File: config.mk
export PLATFORM = sky130hd
export DESIGN_NAME = tnps_dist
export DESIGN_NICKNAME = d
export VERILOG_FILES = /design/src/rtl/tnps_pkg.sv /design/src/rtl/tnps_dist.sv
export SDC_FILE = /design/constraint.sdc
export NUM_CORES = 2
export LEC_CHECK = 0
export BUFFER_PORTS_ARGS = -buffer_cell sky130_fd_sc_hd__buf_2
export CORE_ASPECT_RATIO = 0.7
export CORE_MARGIN = 1.5
export CORE_UTILIZATION = 45
export DETAILED_ROUTE_END_ITERATION = 6
export PLACE_DENSITY = 0.61
export SLEW_MARGIN = 20
export SYNTH_ARGS = -nofsm -noshare
export SYNTH_HDL_FRONTEND = slang
export SYNTH_SLANG_ARGS = --single-unit
File: constraint.sdc
create_clock -name clk -period 10.11 [get_ports clk]
set_clock_uncertainty 0.15 [all_clocks]
set_input_delay 0 -clock clk [delete_from_list [all_inputs] [get_ports clk]]
set_output_delay 0 -clock clk [all_outputs]
set_load 0.02 [all_outputs]
File: src/rtl/tnps_pkg.sv
// ----------------------------------------------------------------------------
// tnps_pkg: shared definitions for the typed nearest point search core
// Table geometry, command and status codes, entry layout and scan tags.
// ----------------------------------------------------------------------------
package tnps_pkg;

	localparam int MAX_ENTRIES = 64;
	localparam int IDX_W       = $clog2(MAX_ENTRIES);
	localparam int CNT_W       = $clog2(MAX_ENTRIES + 1);

	localparam int ID_W    = 16;
	localparam int COORD_W = 24;
	localparam int CLASS_W = 2;
	localparam int CALLS_W = 16;
	localparam int OIDX_W  = 6;
	localparam int PROD_W  = 2 * COORD_W;
	localparam int DIST_W  = PROD_W + 1;
	localparam int OUTD_W  = 52;
	localparam int BEST_W  = 53;

	// (300000^2) << 16, exact
	localparam logic [BEST_W-1:0] LIMIT_SQ = 53'd5898240000000000;

	localparam logic [1:0] KIND_APPEND = 2'd0;
	localparam logic [1:0] KIND_QUERY  = 2'd1;
	localparam logic [1:0] KIND_CLEAR  = 2'd2;

	localparam logic [CLASS_W-1:0] CLASS_ANY = 2'd3;

	localparam logic [1:0] ST_OK       = 2'd0;
	localparam logic [1:0] ST_FULL     = 2'd1;
	localparam logic [1:0] ST_NO_MATCH = 2'd2;
	localparam logic [1:0] ST_BAD_CLS  = 2'd3;

	typedef enum logic [1:0] {
		S_IDLE,
		S_SCAN,
		S_DRAIN
	} state_t;

	typedef struct packed {
		logic [ID_W-1:0]           id;
		logic signed [COORD_W-1:0] x;
		logic signed [COORD_W-1:0] y;
		logic [CLASS_W-1:0]        cls;
		logic [CALLS_W-1:0]        calls;
	} entry_t;

	localparam int ENTRY_W = $bits(entry_t);

	typedef struct packed {
		logic [IDX_W-1:0]   idx;
		logic [ID_W-1:0]    id;
		logic [CLASS_W-1:0] cls;
		logic [CALLS_W-1:0] calls;
	} tag_t;

	typedef struct packed {
		logic              valid;
		logic              busy;
		logic [DIST_W-1:0] dist_sq;
		tag_t              tag;
	} dist_out_t;

endpackage

File: src/rtl/tnps_dist.sv
// ----------------------------------------------------------------------------
// tnps_dist: squared distance pipeline
// Three stages: absolute deltas, squares, sum. Carries the entry tag along.
// ----------------------------------------------------------------------------
module tnps_dist (
	input  logic                                    clk,
	input  logic                                    arst_n,
	input  logic                                    in_valid,
	input  tnps_pkg::entry_t                        ent,
	input  logic [tnps_pkg::IDX_W-1:0]              in_idx,
	input  logic signed [tnps_pkg::COORD_W-1:0]     qx,
	input  logic signed [tnps_pkg::COORD_W-1:0]     qy,
	output tnps_pkg::dist_out_t                     dout
);
	import tnps_pkg::*;

	logic                      v_s2, v_s3, v_s4;
	logic [COORD_W-1:0]        ax_s2, ay_s2;
	logic [PROD_W-1:0]         px_s3, py_s3;
	logic [DIST_W-1:0]         sum_s4;
	tag_t                      tag_s2, tag_s3, tag_s4;
	logic signed [COORD_W:0]   dx, dy;
	logic [COORD_W:0]          ndx, ndy;

	always_comb begin
		dx  = {ent.x[COORD_W-1], ent.x} - {qx[COORD_W-1], qx};
		dy  = {ent.y[COORD_W-1], ent.y} - {qy[COORD_W-1], qy};
		ndx = dx[COORD_W] ? (~dx + 1'b1) : dx;
		ndy = dy[COORD_W] ? (~dy + 1'b1) : dy;
	end

	always_ff @(posedge clk or negedge arst_n) begin
		if (!arst_n) begin
			v_s2 <= 1'b0;
			v_s3 <= 1'b0;
			v_s4 <= 1'b0;
		end else begin
			v_s2 <= in_valid;
			v_s3 <= v_s2;
			v_s4 <= v_s3;
		end
	end

	always_ff @(posedge clk) begin
		ax_s2  <= ndx[COORD_W-1:0];
		ay_s2  <= ndy[COORD_W-1:0];
		tag_s2 <= '{idx: in_idx, id: ent.id, cls: ent.cls, calls: ent.calls};
		px_s3  <= ax_s2 * ax_s2;
		py_s3  <= ay_s2 * ay_s2;
		tag_s3 <= tag_s2;
		sum_s4 <= {1'b0, px_s3} + {1'b0, py_s3};
		tag_s4 <= tag_s3;
	end

	assign dout = '{valid: v_s4, busy: v_s2 | v_s3 | v_s4, dist_sq: sum_s4, tag: tag_s4};

endmodule

### Yosys cells after proc, flatten, opt, wreduce, memory -nomap -nowiden

Index checks and enable logic that the tools add are counted.
Widths: inputs -> output; s select.

* reduce and logical (&&, ||, !) cells: 0
* shifts and indexed selects: 0
* $lt $le $gt $ge: 0
* add/subtract/negate cells: 5
* equal/unequal tests: 0
* $mul: 2
* multiplexer cells: 2
* div/mod/pow operators: 0
* bitwise operators: 4

Operators with widths (count)
* $mul 24x24->48: 2
* $sub 24x24->25: 2
* $add 48x48->49: 1
* $add 24x1->24 const B: 2
* $mux 24: 2
* $not 24->24: 2
* $or 1x1->1: 2

* bits in latches: 0
* register bits after elaboration: 316
* input bits: 139
* memories kept: 0
* RAM bits: 0
* output and inout bits: 91
* memory bits (read-only): 0
* logic and storage cells: 33

### Longest topological paths before layout

* depth in word-level cells: 4
* depth in mapped cells: 29
* depth with buffers taken out: 27

### Worst setup path before layout

Ideal clock, no wire load.

* kind: flip-flop to flip-flop
* start point: register ay_s2[17]
* end point: register py_s3[44]
* required time: 9.888 ns
* arrival: 7.092 ns
* path buffers: 2
* setup time: 0.072 ns
* cell stages (with the launch flop): 27
* clock period less this slack: 7.314 ns
* path slack: 2.796 ns
* cell sequence: dfxtp_1 > clkbuf_1 > clkbuf_1 > nand2_1 > fa_1 > inv_1 > fa_1 > inv_1 > fa_1 > fa_1 > inv_1 > fa_1 > fa_1 > inv_1 > fa_1 > inv_1 > ha_1 > a21o_1 > a21o_1 > a221oi_1 > nor2_1 > o311ai_0 > a211oi_1 > o21bai_1 > o211ai_1 > o41ai_1 > xnor2_1

* cells in the longest elaborated chain, start to end: 1

RTL lines
* start: declaration: line tnps_dist.sv:18 `logic [COORD_W-1:0] ax_s2, ay_s2;`
* start signal: assignment: line tnps_dist.sv:46 `ay_s2 <= ndy[COORD_W-1:0];`
* $mul 24x24->48: line tnps_dist.sv:49 `py_s3 <= ay_s2 * ay_s2;`
* end signal: assignment: line tnps_dist.sv:49
* end: declaration: line tnps_dist.sv:19 `logic [PROD_W-1:0] px_s3, py_s3;`

No other way between the ends.

### Final worst setup path

* start point: register ay_s2[2]
* end point: register py_s3[44]

The elaborated chain is that of the path after synthesis.

==> flow_summary.json <==
{
  "slew_headroom": 0.289,
  "hp-class": "primary input to flop",
  "drive_above_1_share": 0.0732,
  "r2r_setup_slack_ns": 1.39,
  "period_minus_slack_ns": 8.72,
  "worst_path_max_delay_cell": "dfxtp_1",
  "crit_buf_inv": 5,
  "synth_cell_types": 88,
  "async_reset_ff_frac": 0.00955,
  "cts_resized": 0,
  "antenna_found_initial": 3,
  "synthMuxAreaShare": 0.00166,
  "cts_setup_buffers": 0,
  "htreeDepth": 2,
  "tns_ns": 0,
  "worst_setup_path_start_kind": "flop",
  "grt_usage": 0.213,
  "yosys.area_share.adder": 0.507,
  "ys_ff_latch": 314,
  "finalCritPeriodShare": 0.863,
  "grt_first_pass_wirelength_um": 171000,
  "avgSynthCellArea_um2": 9.35,
  "drc": 0,
  "status": "finished clean",
  "synth_area_um2": 44600,
  "route.vias.total": 31703,
  "cts_buffers": 35,
  "start_util": 0.454,
  "finish.utilization": 0.511,
  "rows": 96,
  "worst_slew_pin_slew_ns": 1.06,
  "routed_wl_um": 103000,
  "fin_hold_ws_ns": 0.0239,
  "synth_warnings": 0,
  "die_x_um": 379,
  "drt-initial-drc-count": 1814,
  "clkTransAtPathRegs_ns": 0.06,
  "cp-end-kind": "flop",
  "place_ws_ns": 1.49,
  "cts_tree": "yes",
  "vias_per_cell": 4.89,
  "final_common_cell": "inv_1",
  "critPathKind": "flop to flop",
  "cts_buffer_depth": 3,
  "numClockSinks": 314,
  "nets": 6563,
  "dr.pass1.iters": 5,
  "root_buffer": "clkbuf_16",
  "synth_top_family_by_area": "adder cells",
  "maxCapViolCount": 0,
  "synth_compound_area_frac": 0.0786,
  "synth_xor_area_frac": 0.0440,
  "grt_max_degree": 26,
  "crit_arrival_ns": 9.06,
  "pin_count": 230,
  "cp_top_family": "adder cells",
  "port_buffers": 229,
  "synth_edf_count": 0,
  "max_stage_delay_ns": 0.95,
  "hpwl_um": 84800,
  "grt.overflow.total": 0,
  "synthesis.nets": 6206,
  "die-height_um": 266,
  "yosysSeqAreaShare": 0.141,
  "grt_pass1_vias": 32965,
  "rsz0062_at_grt": "false",
  "syn_inst": 4769,
  "ctsHoldBuffers": 170,
  "critical_path.max_fanout": 24,
  "routabilityCongestion": 0.899,
  "core-area_um2": 98100,
  "cp_common_cell": "fa_1",
  "clock_latency_ns": 0.57,
  "synthFlopType": "dfxtp_1",
  "routedWlPerCell_um": 15.9,
  "antenna_left": 0,
  "synthToLayoutAreaGrowth_pct": 12.4,
  "drv_slew": 0,
  "crit_chain": "nand2_1 > fa_1 > inv_1 > fa_1 > fa_1 > inv_1 > fa_1 > inv_1 > fa_1 > fa_1 > inv_1 > fa_1 > inv_1 > ha_1 > and3_1 > and2_1 > a221oi_1 > nor2_1 > o311ai_0 > a211oi_1 > o21bai_1 > o211ai_1 > o41ai_1 > xnor2_1",
  "setup_ws_ns": 1.39,
  "fmax_ghz": 0.115,
  "hold_viol_final": 0,
  "layout_common_cells": "inv_1, fa_1, ha_1",
  "dieArea_um2": 101000,
  "synth-simple-area-share": 0.110,
  "cp.required_ns": 10.45,
  "setup_violations": 0
}
==> layer usage <==
metal | global-route usage | wire length [um] | share of wire | vias up
met2 | 0.312 | 43200 | 0.42 | 793
li1 | - | - | - | 15128
met5 | 0 | 0 | 0 | -
met3 | 0.0439 | 7900 | 0.077 | 87
met4 | 0.0311 | 1310 | 0.013 | 0
met1 | 0.328 | 50600 | 0.49 | 15695
==> Yosys cell counts, drive strengths merged (28+ instances only) <==
library cell  count  area (um2)
a21o             79         593
a21oi           159         803
and2            234        1460
and3             28         175
clkbuf          120         450
dfxtp           311        6230
fa              846       16900
ha              452        5660
inv            1278        4800
nand2           403        1510
nand3            32         160
nor2            141         529
nor2b            31         194
nor3             30         150
o21ai            95         490
xnor2           147        1290
xor2             76         673
==> final timing paths <==
check | depth (start not counted) | from | endpoint
min in group asynchronous | 3 | arst_n | v_s4$_DFF_PN0_
max in group asynchronous | 3 | arst_n | v_s2$_DFF_PN0_
min reg2reg | 0 | tag_s2[3]$_DFF_P_ | tag_s3[3]$_DFF_P_
max reg2reg | 24 | ay_s2[2]$_DFF_P_ | py_s3[44]$_DFF_P_
min | 5 | qx[5] | ax_s2[5]$_DFF_P_
max | 24 | ay_s2[2]$_DFF_P_ | py_s3[44]$_DFF_P_
==> stage by stage <==
stage | instances | cell area (um2)
2_1_floorplan | 4769 | 44600
3_3_place_gp | 6242 | 47300
3_5_place_dp | 6242 | 47300
4_1_cts | 6476 | 50100
5_1_grt | 6476 | 50100
6_report | 6479 | 50100
==> cell families (layout without fill, tap and decap cells) <==
kind of cell,after synthesis,count (layout)
buf+inv,1403,1787
fa+ha+maj,1298,1298
simple gates,996,996
compound gates,528,528
flops,314,314
xor+xnor,223,223
mux,7,7
other cells,0,3
==> worst min-delay path: cells and delay by family <==
kind	cells	cell delay, ns
XOR/XNOR	2	0.24
buffers and inverters	2	0.13
adder cells (fa/ha/maj)	1	0.31
==> sequential cells by signal, indices dropped and copies added, names as in the netlist <==
register and count:
ax_s2 24, ay_s2 24, dout 40, px_s3 47, py_s3 47, sum_s4 49, tag_s2 40, tag_s3 40
v_s2 1, v_s3 1, v_s4 1
==> layout make-up <==
type	count	area (um2)
fillers	9173	48000
multi-input cells	3052	33000
flip-flops and latches	314	6300
inverters	1278	4800
repair buffers	445	3190
well taps	1323	1660
clock buffers	50	992
clock inverters	14	178
diodes	3	7.51
Power is left out: the tool's default activity adds up to more than one toggle a clock period on the data nets, which glitch-free logic cannot reach.
