**config.mk**
```make
export PLATFORM = sky130hd
export DESIGN_NAME = tnps_ram
export DESIGN_NICKNAME = d
export VERILOG_FILES = /design/src/rtl/tnps_ram.sv
export SDC_FILE = /design/constraint.sdc
export NUM_CORES = 1
export LEC_CHECK = 0
export ABC_CLOCK_PERIOD_IN_PS = 1760
export BUFFER_PORTS_ARGS = -buffer_cell sky130_fd_sc_hd__buf_2
export CORE_MARGIN = 3
export CORE_UTILIZATION = 43
export CTS_CLUSTER_SIZE = 10
export DETAILED_ROUTE_END_ITERATION = 10
export GPL_TIMING_DRIVEN = 0
export PLACE_DENSITY = 0.68
export SYNTH_ARGS = -nofsm -noshare
export SYNTH_HDL_FRONTEND = slang
export SYNTH_SLANG_ARGS = --single-unit
```
**constraint.sdc**
```tcl
create_clock -name clk -period 1.76 [get_ports clk]
set_input_delay 0 -clock clk [delete_from_list [all_inputs] [get_ports clk]]
set_output_delay 0 -clock clk [all_outputs]
set_load 0.05 [all_outputs]
```
**src/rtl/tnps_ram.sv**
```systemverilog
// ----------------------------------------------------------------------------
// tnps_ram: generic single write, single read RAM
// One write port, one read port with registered read data.
// ----------------------------------------------------------------------------
module tnps_ram #(
	parameter int WIDTH = 8,
	parameter int DEPTH = 16
) (
	input  logic                     clk,
	input  logic                     we,
	input  logic [$clog2(DEPTH)-1:0] waddr,
	input  logic [WIDTH-1:0]         wdata,
	input  logic                     re,
	input  logic [$clog2(DEPTH)-1:0] raddr,
	output logic [WIDTH-1:0]         rdata
);

	logic [WIDTH-1:0] mem_q [DEPTH];

	always_ff @(posedge clk) begin
		if (we) begin
			mem_q[waddr] <= wdata;
		end
		if (re) begin
			rdata <= mem_q[raddr];
		end
	end

endmodule

```
# [Word-level counts from Yosys, hierarchy flattened]
# Memories as Yosys holds them, arrays and structs flattened. A register that Yosys moved wholly into a read port is not among the register bits.
# Cells that the tools add are included.
[totals] register_bits=0 mem_bits_rw=128 in_bits=19 out_inout_bits=8 wordCells=3 mem_count=1
[classes] muxes=2
[mem_list] name="mem_q" words=16 width=8 rd=1 rd_clocked_by_memory_dff=1 wr=1 line="18" source="logic [WIDTH-1:0] mem_q [DEPTH];"
[ops] operator="2-to-1 mux 1 bit" n=2

# [Longest topological paths before layout]
# Gate-level depths: netlist of run 1.
[depth] word_depth=2 mapped_depth=5 depth_no_buf=3

# [Worst setup path before layout of run 1]
# OpenSTA, ideal clock, no wires.
[synth_path] path_type="input to register" startpoint="input port waddr[2]" endpoint="memory mem_q[0][0] (enable)" setup_time_ns=0.383 arrival_ns=1.110 t_required_ns=1.377 setup_slack_ns=0.267 path_stages=2 n_path_buf=0 path_cell_list="or3b_2 > nor3_1"
[synth_rtl] item="start, declared" line="11" source="input logic [$clog2(DEPTH)-1:0] waddr,"
[synth_rtl] item="end, declared" line="18"
# Straight into the memory's write port.

# [Worst setup path after layout of run 1]
[layout_path] startpoint="input port waddr[2]" endpoint="memory mem_q[0][0] (enable)"
# Straight into the memory's write port.

==> flow_summary.yaml, run 1 <==
outcome:
  status: "completed"
clock_network:
  cts_tree: "done"
  cts_buffer_depth: 2
  insertion_delay_ns: 0.41
  h-tree-depth: 4
  clockRootBuffer: "clkbuf_16"
  clock_sinks: 136
  cts_resized: 0
  cts_setup_buffers: 0
  path_clk_slew_ns: 0.06
  cts_buffers: 17
logic_synthesis:
  syn_area_per_cell_um2: 22.83
  ys_seq_area_frac: 0.7812
  synth-seq-cells: 136
  syn-cell-area_um2: 5228
  synth_cell_types: 18
  synth_cells: 229
  synth_warnings: 0
  syn-num-nets: 248
floorplan:
  ioPinCount: 27
  die_x_um: 116.3
  num_rows: 39
  die_y_um: 116.3
  start_util: 0.4482
  coreArea_um2: 11660
  dieArea_um2: 13520
drt:
  route.detailed.drc: 0
  post_drt_wl_per_cell_um: 22.53
  vias_per_cell: 5.589
  vias: 2437
  drtIter0Drc: 187
  drt-total-wl_um: 9825
  ant_nets: 0
  dr.pass1.iters: 4
worst_setup_path:
  crit_fanout: 8
  cp_slowest_cell: "nor3_1"
  end_kind: "flop"
  cpLargestDelayFamily: "simple AND/OR/NAND/NOR gates"
  cp-start-kind: "primary input"
  arrival_ns: 1.68
  worst-setup-path-type: "primary input to flop"
  crit_buf_inv: 1
  cpPeakStageDelay_ns: 1.03
  worstPathRequired_ns: 1.78
  cp_cell_sequence: "buf_2, or3b_2, nor3_1"
cells_and_area:
  fillers: 883
  final_common_cell: "edfxtp_1"
  layout_common_cells: "edfxtp_1, buf_2, mux4_2, clkbuf_16, a22oi_1"
  fin_util: 0.5272
  n_antenna_cell: 0
  drive_above_1_share: 0.2799
  nets: 300
  postLayoutCellArea_um2: 6148
  area_delta_synth_final_pct: 17.62
power_and_ir_drop:
  peakVddDrop_v: 0.0006837
  switching_power_uw: 1549
  leakage_uw: 0.002036
  p_clk_frac: 0.439
  power_frac_comb: 0.056
  p_int_uw: 5711
  pwr-share-seq: 0.505
  p_per_area_nw_per_um2: 1181
  p_sw_frac: 0.2134
grt:
  grt_max_degree: 17
  antenna_found_initial: 0
  overflow: 0
  grt_usage: 0.1589
  grt_pass1_vias: 2452
  grt_pass1_wl_um: 14840
timing:
  fin_worst_skew_ns: 0.005932
  setup_viol: 0
  slew_violations: 0
  worst_pin_slew_ns: 1.328
  max_freq_mhz: 602.0
  hold_violations: 0
  period_needed_ns: 1.661
  post-route-period-util: 0.9439
  relSlewSlack: 0.1075
  rsz0062_at_grt: "false"
place:
  place_congestion: 0.6882
  io_buffers: 25
  place_area_um2: 5532
  hpwl_um: 6151
job:
  cap_violations: 0
worst_hold_path:
  min_path_type: "primary input to flop"
-- sequential cells by signal, summed over array words and instances, names as in the netlist --
| name | cells |
|---|---|
| rdata | 8 |
| mem_q | 128 |
-- cells in the mapped netlist --
| library cell | number | area share |
|---|---|---|
| buf_2 | 3 | 0.0029 |
| a22oi_1 | 16 | 0.023 |
| and2_1 | 1 | 0.0012 |
| mux4_2 | 18 | 0.078 |
| nor2_1 | 13 | 0.0093 |
| buf_6 | 3 | 0.0065 |
| buf_4 | 1 | 0.0014 |
| and2b_1 | 1 | 0.0014 |
| nand2b_1 | 2 | 0.0024 |
| mux4_1 | 14 | 0.070 |
| edfxtp_1 | 136 | 0.78 |
| nor3_1 | 4 | 0.0038 |
| clkdlybuf4s25_2 | 3 | 0.0057 |
| nand3b_1 | 2 | 0.0029 |
| nand2_1 | 9 | 0.0065 |
| nand3_1 | 1 | 0.00096 |
| nor2b_1 | 1 | 0.0012 |
| or3b_2 | 1 | 0.0017 |
-- power groups by stage --
stage / logic (µW) / clock network, µW / registers [µW]
after floorplan: 184 / 0 / 3790
after global placement: 387 / 0 / 3730
after detailed placement: 397 / 0 / 3730
after CTS: 412 / 3230 / 3670
after global routing: 440 / 3390 / 3670
final: 407 / 3190 / 3670
-- per-stage QoR --
step / total power (µW) / hold slack, ns / TNS (ns) / cells / setup slack (ns)
2_1_floorplan: 3971 / 0.09887 / 0 / 229 / 0.2671
3_3_place_gp: 4114 / 0.3410 / -2.467 / 397 / -0.2998
3_5_place_dp: 4130 / 0.3536 / -2.887 / 397 / -0.3309
4_1_cts: 7310 / 0.01623 / 0 / 436 / 0.08423
5_1_grt: 7497 / 0.02438 / 0 / 436 / 0.03595
6_report: 7260 / 0.02850 / 0 / 436 / 0.09873
-- cells by family (layout without fill, tap and decap cells) --
family,count (synthesis),count (layout),synth area share
AOI/OAI and AO/OA,16,16,0.02298
buffers and inverters,10,74,0.01651
DFF,136,136,0.7812
muxes,32,32,0.1479
and+or+nand+nor,35,35,0.03136
-- final cells by class --
class                      count  area, µm²  area share
buffer                        10      86.33     0.01404
clock inverter                14      111.4     0.01811
sequential                   136       4084      0.6642
timing repair buffer          33      205.2     0.03337
multi-input combinational     83       1057      0.1720
clock buffer                  17      425.4     0.06919
tap                          143      178.9     0.02910
-- what timing repair did --
| item | 4_1_cts | 5_1_grt |
|---|---|---|
| endpoints found under the hold margin | 110 | 0 |
| hold buffers | 8 | 0 |
| setup endpoints to repair | 0 | 0 |
-- worst paths after layout --
kind,start,to,slack (ns),cells past startpoint
hold / removal,wdata[7],mem_q[3][7],0.03,1
hold reg to reg,mem_q[8][2],rdata[2],0.77,3
setup / recovery,waddr[2],mem_q[0][0],0.1,3
setup reg to reg,mem_q[0][0],rdata[0],0.18,3
-- per-layer routing --
metal,vias up,share of wire,global-route usage
li1,1082,-,-
met1,1243,0.44,0.2306
met2,97,0.48,0.2342
met3,15,0.068,0.04301
met4,0,0.016,0.05723
met5,-,0,0
-- worst register-to-register path: cells and delay by family, from the launching register on --
family	cells	cell delay [ns]
DFF	1	0.38
and+or+nand+nor	1	0.14
AOI/OAI and AO/OA	1	0.29
muxes	1	0.51
No activity file was read; power rests on OpenSTA's default activity.
==> run 2: changes to the inputs <==
--- a/config.mk
+++ b/config.mk
@@ -10,8 +10,10 @@
 export CORE_MARGIN = 3
 export CORE_UTILIZATION = 43
+export CTS_CLUSTER_DIAMETER = 120
 export CTS_CLUSTER_SIZE = 10
 export DETAILED_ROUTE_END_ITERATION = 10
 export GPL_TIMING_DRIVEN = 0
 export PLACE_DENSITY = 0.68
+export SETUP_SLACK_MARGIN = 0.02
 export SYNTH_ARGS = -nofsm -noshare
 export SYNTH_HDL_FRONTEND = slang
==> constraint.sdc (replaced) <==
create_clock -name clk -period 1.76 [get_ports clk]
set_input_delay 0.176 -clock clk [delete_from_list [all_inputs] [get_ports clk]]
set_output_delay 0.176 -clock clk [all_outputs]
set_load 0.05 [all_outputs]
==> run 2 against run 1 <==
  * Setup slack better by 0.060 ns
  * Critical path depth unchanged
  * Highest routed layer unchanged
  * Critical path type is now flop to flop
  * Final cell count down 1.8%
  * Routed wire length down 1.0%
  * Die area unchanged
  * Sequential share of layout area up 0.82 points
  * Core utilization down 0.64 points
  * Non-clock buffer count down 8
  * First-iteration DRC count up 3.7%
  * Largest power group unchanged
==> flow_summary.yaml, run 2 (synthesis gave the netlist of run 1 again) <==
floorplan:
  coreArea_um2: 11660
  start_util: 0.4482
  die_y_um: 116.3
  ioPinCount: 27
  dieArea_um2: 13520
  die_x_um: 116.3
  num_rows: 39
worst_setup_path:
  arrival_ns: 1.74
  cp_slowest_cell: "mux4_1"
  worst-setup-path-type: "flop to flop"
  end_kind: "flop"
  cp_cell_sequence: "mux4_1, a22oi_1, nand2_1"
  worstPathRequired_ns: 1.90
  cpLargestDelayFamily: "multiplexers"
  crit_fanout: 1
  crit_buf_inv: 0
  cpPeakStageDelay_ns: 0.51
  cp-start-kind: "flop"
cells_and_area:
  drive_above_1_share: 0.2912
  largest_register_ff_count: 128
  final-seq-area_um2: 4084
  largest_register: "mem_q"
  layout_common_cells: "edfxtp_1, buf_2, mux4_2, clkbuf_16, a22oi_1"
  fillers: 886
  nets: 292
  n_antenna_cell: 0
  final_common_cell: "edfxtp_1"
  multi_input_area_um2: 1062
  area_delta_synth_final_pct: 16.18
  postLayoutCellArea_um2: 6073
  largest_registers: "mem_q x128, rdata x8"
drt:
  route.detailed.drc: 0
  drtIter0Drc: 194
  vias: 2399
  vias_per_cell: 5.605
  drt-total-wl_um: 9727
  ant_nets: 0
  dr.pass1.iters: 4
  post_drt_wl_per_cell_um: 22.73
timing:
  fin_worst_skew_ns: 0.006224
  slew_violations: 0
  relSlewSlack: 0.1538
  hold_violations: 0
  setup_tns_ns: 0
  hold_ws_ns: 0.1136
  setup_viol: 0
  max_freq_mhz: 624.4
  rsz0062_at_grt: "false"
  period_needed_ns: 1.602
  worst_pin_slew_ns: 1.260
  post-route-period-util: 0.9100
power_and_ir_drop:
  leakage_uw: 0.002004
  peakVddDrop_v: 0.0006791
  p_total_uw: 7241
  p_per_area_nw_per_um2: 1192
clock_network:
  postCtsHoldBufs: 0
  clockRootBuffer: "clkbuf_16"
  path_clk_slew_ns: 0.06
  cts_buffer_depth: 2
  cts_buffers: 17
  cts_resized: 1
  insertion_delay_ns: 0.40
  cts_tree: "done"
  cts_setup_buffers: 0
  clock_sinks: 136
  h-tree-depth: 4
grt:
  antenna_found_initial: 0
  grt_max_degree: 17
  overflow: 0
  grt_pass1_vias: 2415
  grt_pass1_wl_um: 14720
  grt_usage: 0.1578
place:
  place_area_um2: 5532
  hpwl_um: 6151
  io_buffers: 25
  place_congestion: 0.6882
worst_hold_path:
  min_path_type: "primary input to flop"
outcome:
  status: "completed"
job:
  cap_violations: 0
[run 2: power breakdown]
group | switching (µW) | internal [µW]
Sequential | 14.8 | 3650
Combinational | 253 | 141
Clock | 1270 | 1910
[run 2: worst paths after layout]
check / startpoint / endpoint / slack [ns] / cells past startpoint
worst max-delay path: mem_q[0][0] / rdata[0] / 0.16 / 3
worst min-delay path: re / rdata[7] / 0.11 / 1
worst max register to register: mem_q[0][0] / rdata[0] / 0.16 / 3
worst min register to register: mem_q[8][2] / rdata[2] / 0.78 / 3
[run 2: cell type report]
cell class,instances,share of cell area
timing repair buffer,25,0.02060
sequential,136,0.6724
buffer,10,0.01422
clock buffer,17,0.07005
clock inverter,14,0.01834
tap,143,0.02946
multi-input combinational,83,0.1749
[run 2: routing by layer]
metal	track usage	up-vias	wire, µm
met4	0.05723	0	124
li1	-	1067	-
met1	0.2306	1243	4505
met2	0.2300	78	4572
met3	0.04352	11	525
met5	0	-	0
[run 2: through the flow]
step / std cells / utilization / setup WS (ns)
2_1_floorplan: 229 / - / 0.09113
3_3_place_gp: 397 / 0.4743 / -0.4758
4_1_cts: 428 / 0.5208 / 0.1776
5_1_grt: 428 / 0.5208 / 0.1246
3_5_place_dp: 397 / 0.4743 / -0.5069
6_report: 428 / 0.5208 / 0.1584
==> run 3: changes to the inputs <==
Settings changed: ABC_AREA from default to 1, BUFFER_PORTS_ARGS -buffer_cell sky130_fd_sc_hd__buf_2 to -buffer_cell sky130_fd_sc_hd__buf_4, CORE_MARGIN 3 to 2.
==> run 3 against run 2 <==
  * Critical endpoint is now mem_q[7][4]
  * Sequential power about the same
  * Global-route usage increased by 4.2 points
  * Design area grew 12%
  * Synthesized cell count increased by 140%
  * Final cell count grew 83%
  * Setup slack improved by 0.26 ns
  * First-iteration DRC count grew 110%
  * Clock-buffer cell count is 4 higher
  * Clock power grew 8.5%
  * Sequential share of layout area shrank 7.3 points
  * Critical path depth is the same
  * Largest cell class unchanged
  * Clock skew grew 0.0045 ns
==> flow_summary.yaml, run 3 <==
cells_and_area:
  drive_above_1_share: 0.1221
  largest_register_ff_count: 128
  layout_common_cells: "nand2_1, edfxtp_1, inv_1, nand3_1, buf_4"
  fin_cells: 782
  final_common_cell: "nand2_1"
  fillers: 1150
  largest_register: "mem_q"
  largest_registers: "mem_q x128, rdata x8"
  postLayoutCellArea_um2: 6810
  nets: 612
  area_delta_synth_final_pct: 16.48
  n_antenna_cell: 0
worst_setup_path:
  cp-start-kind: "primary input"
  cpPeakStageDelay_ns: 0.82
  end_kind: "flop"
  cp_slowest_cell: "nor2_1"
  worst-setup-path-type: "primary input to flop"
  crit_fanout: 8
  ff2ff_setup_slack_ns: 0.58
  crit_path_start: "waddr[3]"
  worstPathRequired_ns: 1.80
  cp_cell_sequence: "buf_4, nand3b_1, nor2_1"
  arrival_ns: 1.38
  r2r_cells: 6
  r2r_end: "rdata[0]"
  crit_buf_inv: 1
  cpLargestDelayFamily: "simple AND/OR/NAND/NOR gates"
  reg2reg_from: "mem_q[6][0]"
clock_network:
  h-tree-depth: 4
  postCtsHoldBufs: 0
  cts_setup_buffers: 0
  path_clk_slew_ns: 0.06
  clockRootBuffer: "clkbuf_16"
  cts_buffers: 17
  insertion_delay_ns: 0.42
  cts_buffer_depth: 2
  cts_resized: 0
  cts_tree: "done"
  clock_sinks: 136
timing:
  fin_worst_skew_ns: 0.01072
  post-route-period-util: 0.7647
  rsz0062_at_grt: "false"
  period_needed_ns: 1.346
  setup_viol: 0
  relSlewSlack: 0.3253
  worst_pin_slew_ns: 1.008
  setup_tns_ns: 0
  hold_ws_ns: 0.02424
  slew_violations: 0
  hold_violations: 0
  max_freq_mhz: 743.0
logic_synthesis:
  synth_warnings: 0
  syn-num-nets: 570
  syn_area_per_cell_um2: 10.61
  synth_edf_count: 136
  async_reset_ff_frac: 0
  synth_top_area_frac: 0.6985
  yosysMostFrequentCell: "nand2_1"
  ys.flop_type: "edfxtp_1"
  synth-seq-cells: 136
  synth_cells: 551
  yosys.area.top_type: "edfxtp_1"
  ys_seq_area_frac: 0.6985
  synth_commonest_cells: "nand2_1, edfxtp_1, inv_1, nand3_1, nor2_1"
  synth_cell_types: 11
  syn-cell-area_um2: 5847
  ys_top_cells_by_area: "edfxtp_1, nand2_1, nand3_1"
drt:
  vias: 3931
  route.detailed.drc: 0
  post_drt_wl_per_cell_um: 17.39
  drtIter0Drc: 410
  ant_nets: 0
  drt-total-wl_um: 13600
  dr.pass1.iters: 5
  vias_per_cell: 5.027
grt:
  overflow: 0
  grt_max_degree: 17
  grt_pass1_vias: 3743
  grtUsageMet1: 0.2673
  grt_usage: 0.1998
  grt_busiest_layer: "met2"
  grt_util_met3: 0.04575
  grt_pass1_wl_um: 20970
  grt_use_met2: 0.3174
  antenna_found_initial: 0
floorplan:
  die_y_um: 120.6
  coreArea_um2: 13240
  die_x_um: 120.6
  start_util: 0.4415
  dieArea_um2: 14550
  ioPinCount: 27
  num_rows: 42
power_and_ir_drop:
  peakVddDrop_v: 0.0006544
  p_total_uw: 7651
  p_per_area_nw_per_um2: 1123
  leakage_uw: 0.002925
worst_hold_path:
  min_path_type: "primary input to flop"
  hold_end: "rdata[5]"
  hold_depth: 1
  worstHoldStart: "re"
outcome:
  status: "completed"
place:
  dp.cells: 750
  io_buffers: 23
  hpwl_um: 8971
  place_area_um2: 6240
  place_congestion: 0.8900
job:
  cap_violations: 0
-- run 3: cell types whose count changed after synthesis, moves of 4 or more --
cell / previous run / this run
mux4_2: 18 / 0
nor3_1: 4 / 0
inv_1: 0 / 100
nand2_1: 9 / 173
a22oi_1: 16 / 0
nand3_1: 1 / 97
nor2_1: 13 / 17
mux4_1: 14 / 0
buf_2: 3 / 13
-- run 3: final cells by class --
cell class	count	area, µm²	area share
sequential	136	4084	0.5997
tap	176	220.2	0.03234
inverter	102	382.9	0.05622
clock inverter	11	130.1	0.01911
timing repair buffer	23	172.7	0.02535
buffer	24	166.4	0.02444
clock buffer	21	440.4	0.06467
multi-input combinational	289	1214	0.1782
-- run 3: cells by family after synthesis --
family                 share of synthesized area
flip-flops                                0.6985
AND/OR/NAND/NOR                           0.2076
buffers and inverters                    0.09394
-- run 3: worst max-delay path by stage --
stage | slack [ns] | cells past startpoint | endpoint
CTS | 0.49 | 3 | mem_q[7][4]
global route | 0.40 | 4 | mem_q[12][6]
floorplan | 0.63 | 2 | mem_q[10][0]
finish | 0.41 | 3 | mem_q[7][4]
detailed placement | 0.05 | 3 | mem_q[7][6]
global placement | 0.13 | 3 | mem_q[7][7]
-- run 3: power by group --
part | switching, µW | leakage (µW) | internal, µW | total [µW]
registers | 17.7 | 0.00124 | 3650 | 3670
logic | 376 | 0.00141 | 155 | 532
clock network | 1250 | 0.000279 | 2200 | 3450
total | 1640 | 0.00292 | 6010 | 7650
-- run 3: per-layer routing --
layer,part of all wire,vias to the layer above
li1,-,1864
met1,0.42,1840
met2,0.47,209
met3,0.088,18
met4,0.017,0
met5,0,-
-- run 3: through the flow --
| step | util | setup WS [ns] |
|---|---|---|
| final | 0.5143 | 0.4141 |
| after CTS | 0.5143 | 0.4859 |
| after floorplan | - | 0.6332 |
| after detailed placement | 0.4712 | 0.04733 |
| after global placement | 0.4712 | 0.1273 |
| after global routing | 0.5143 | 0.4007 |
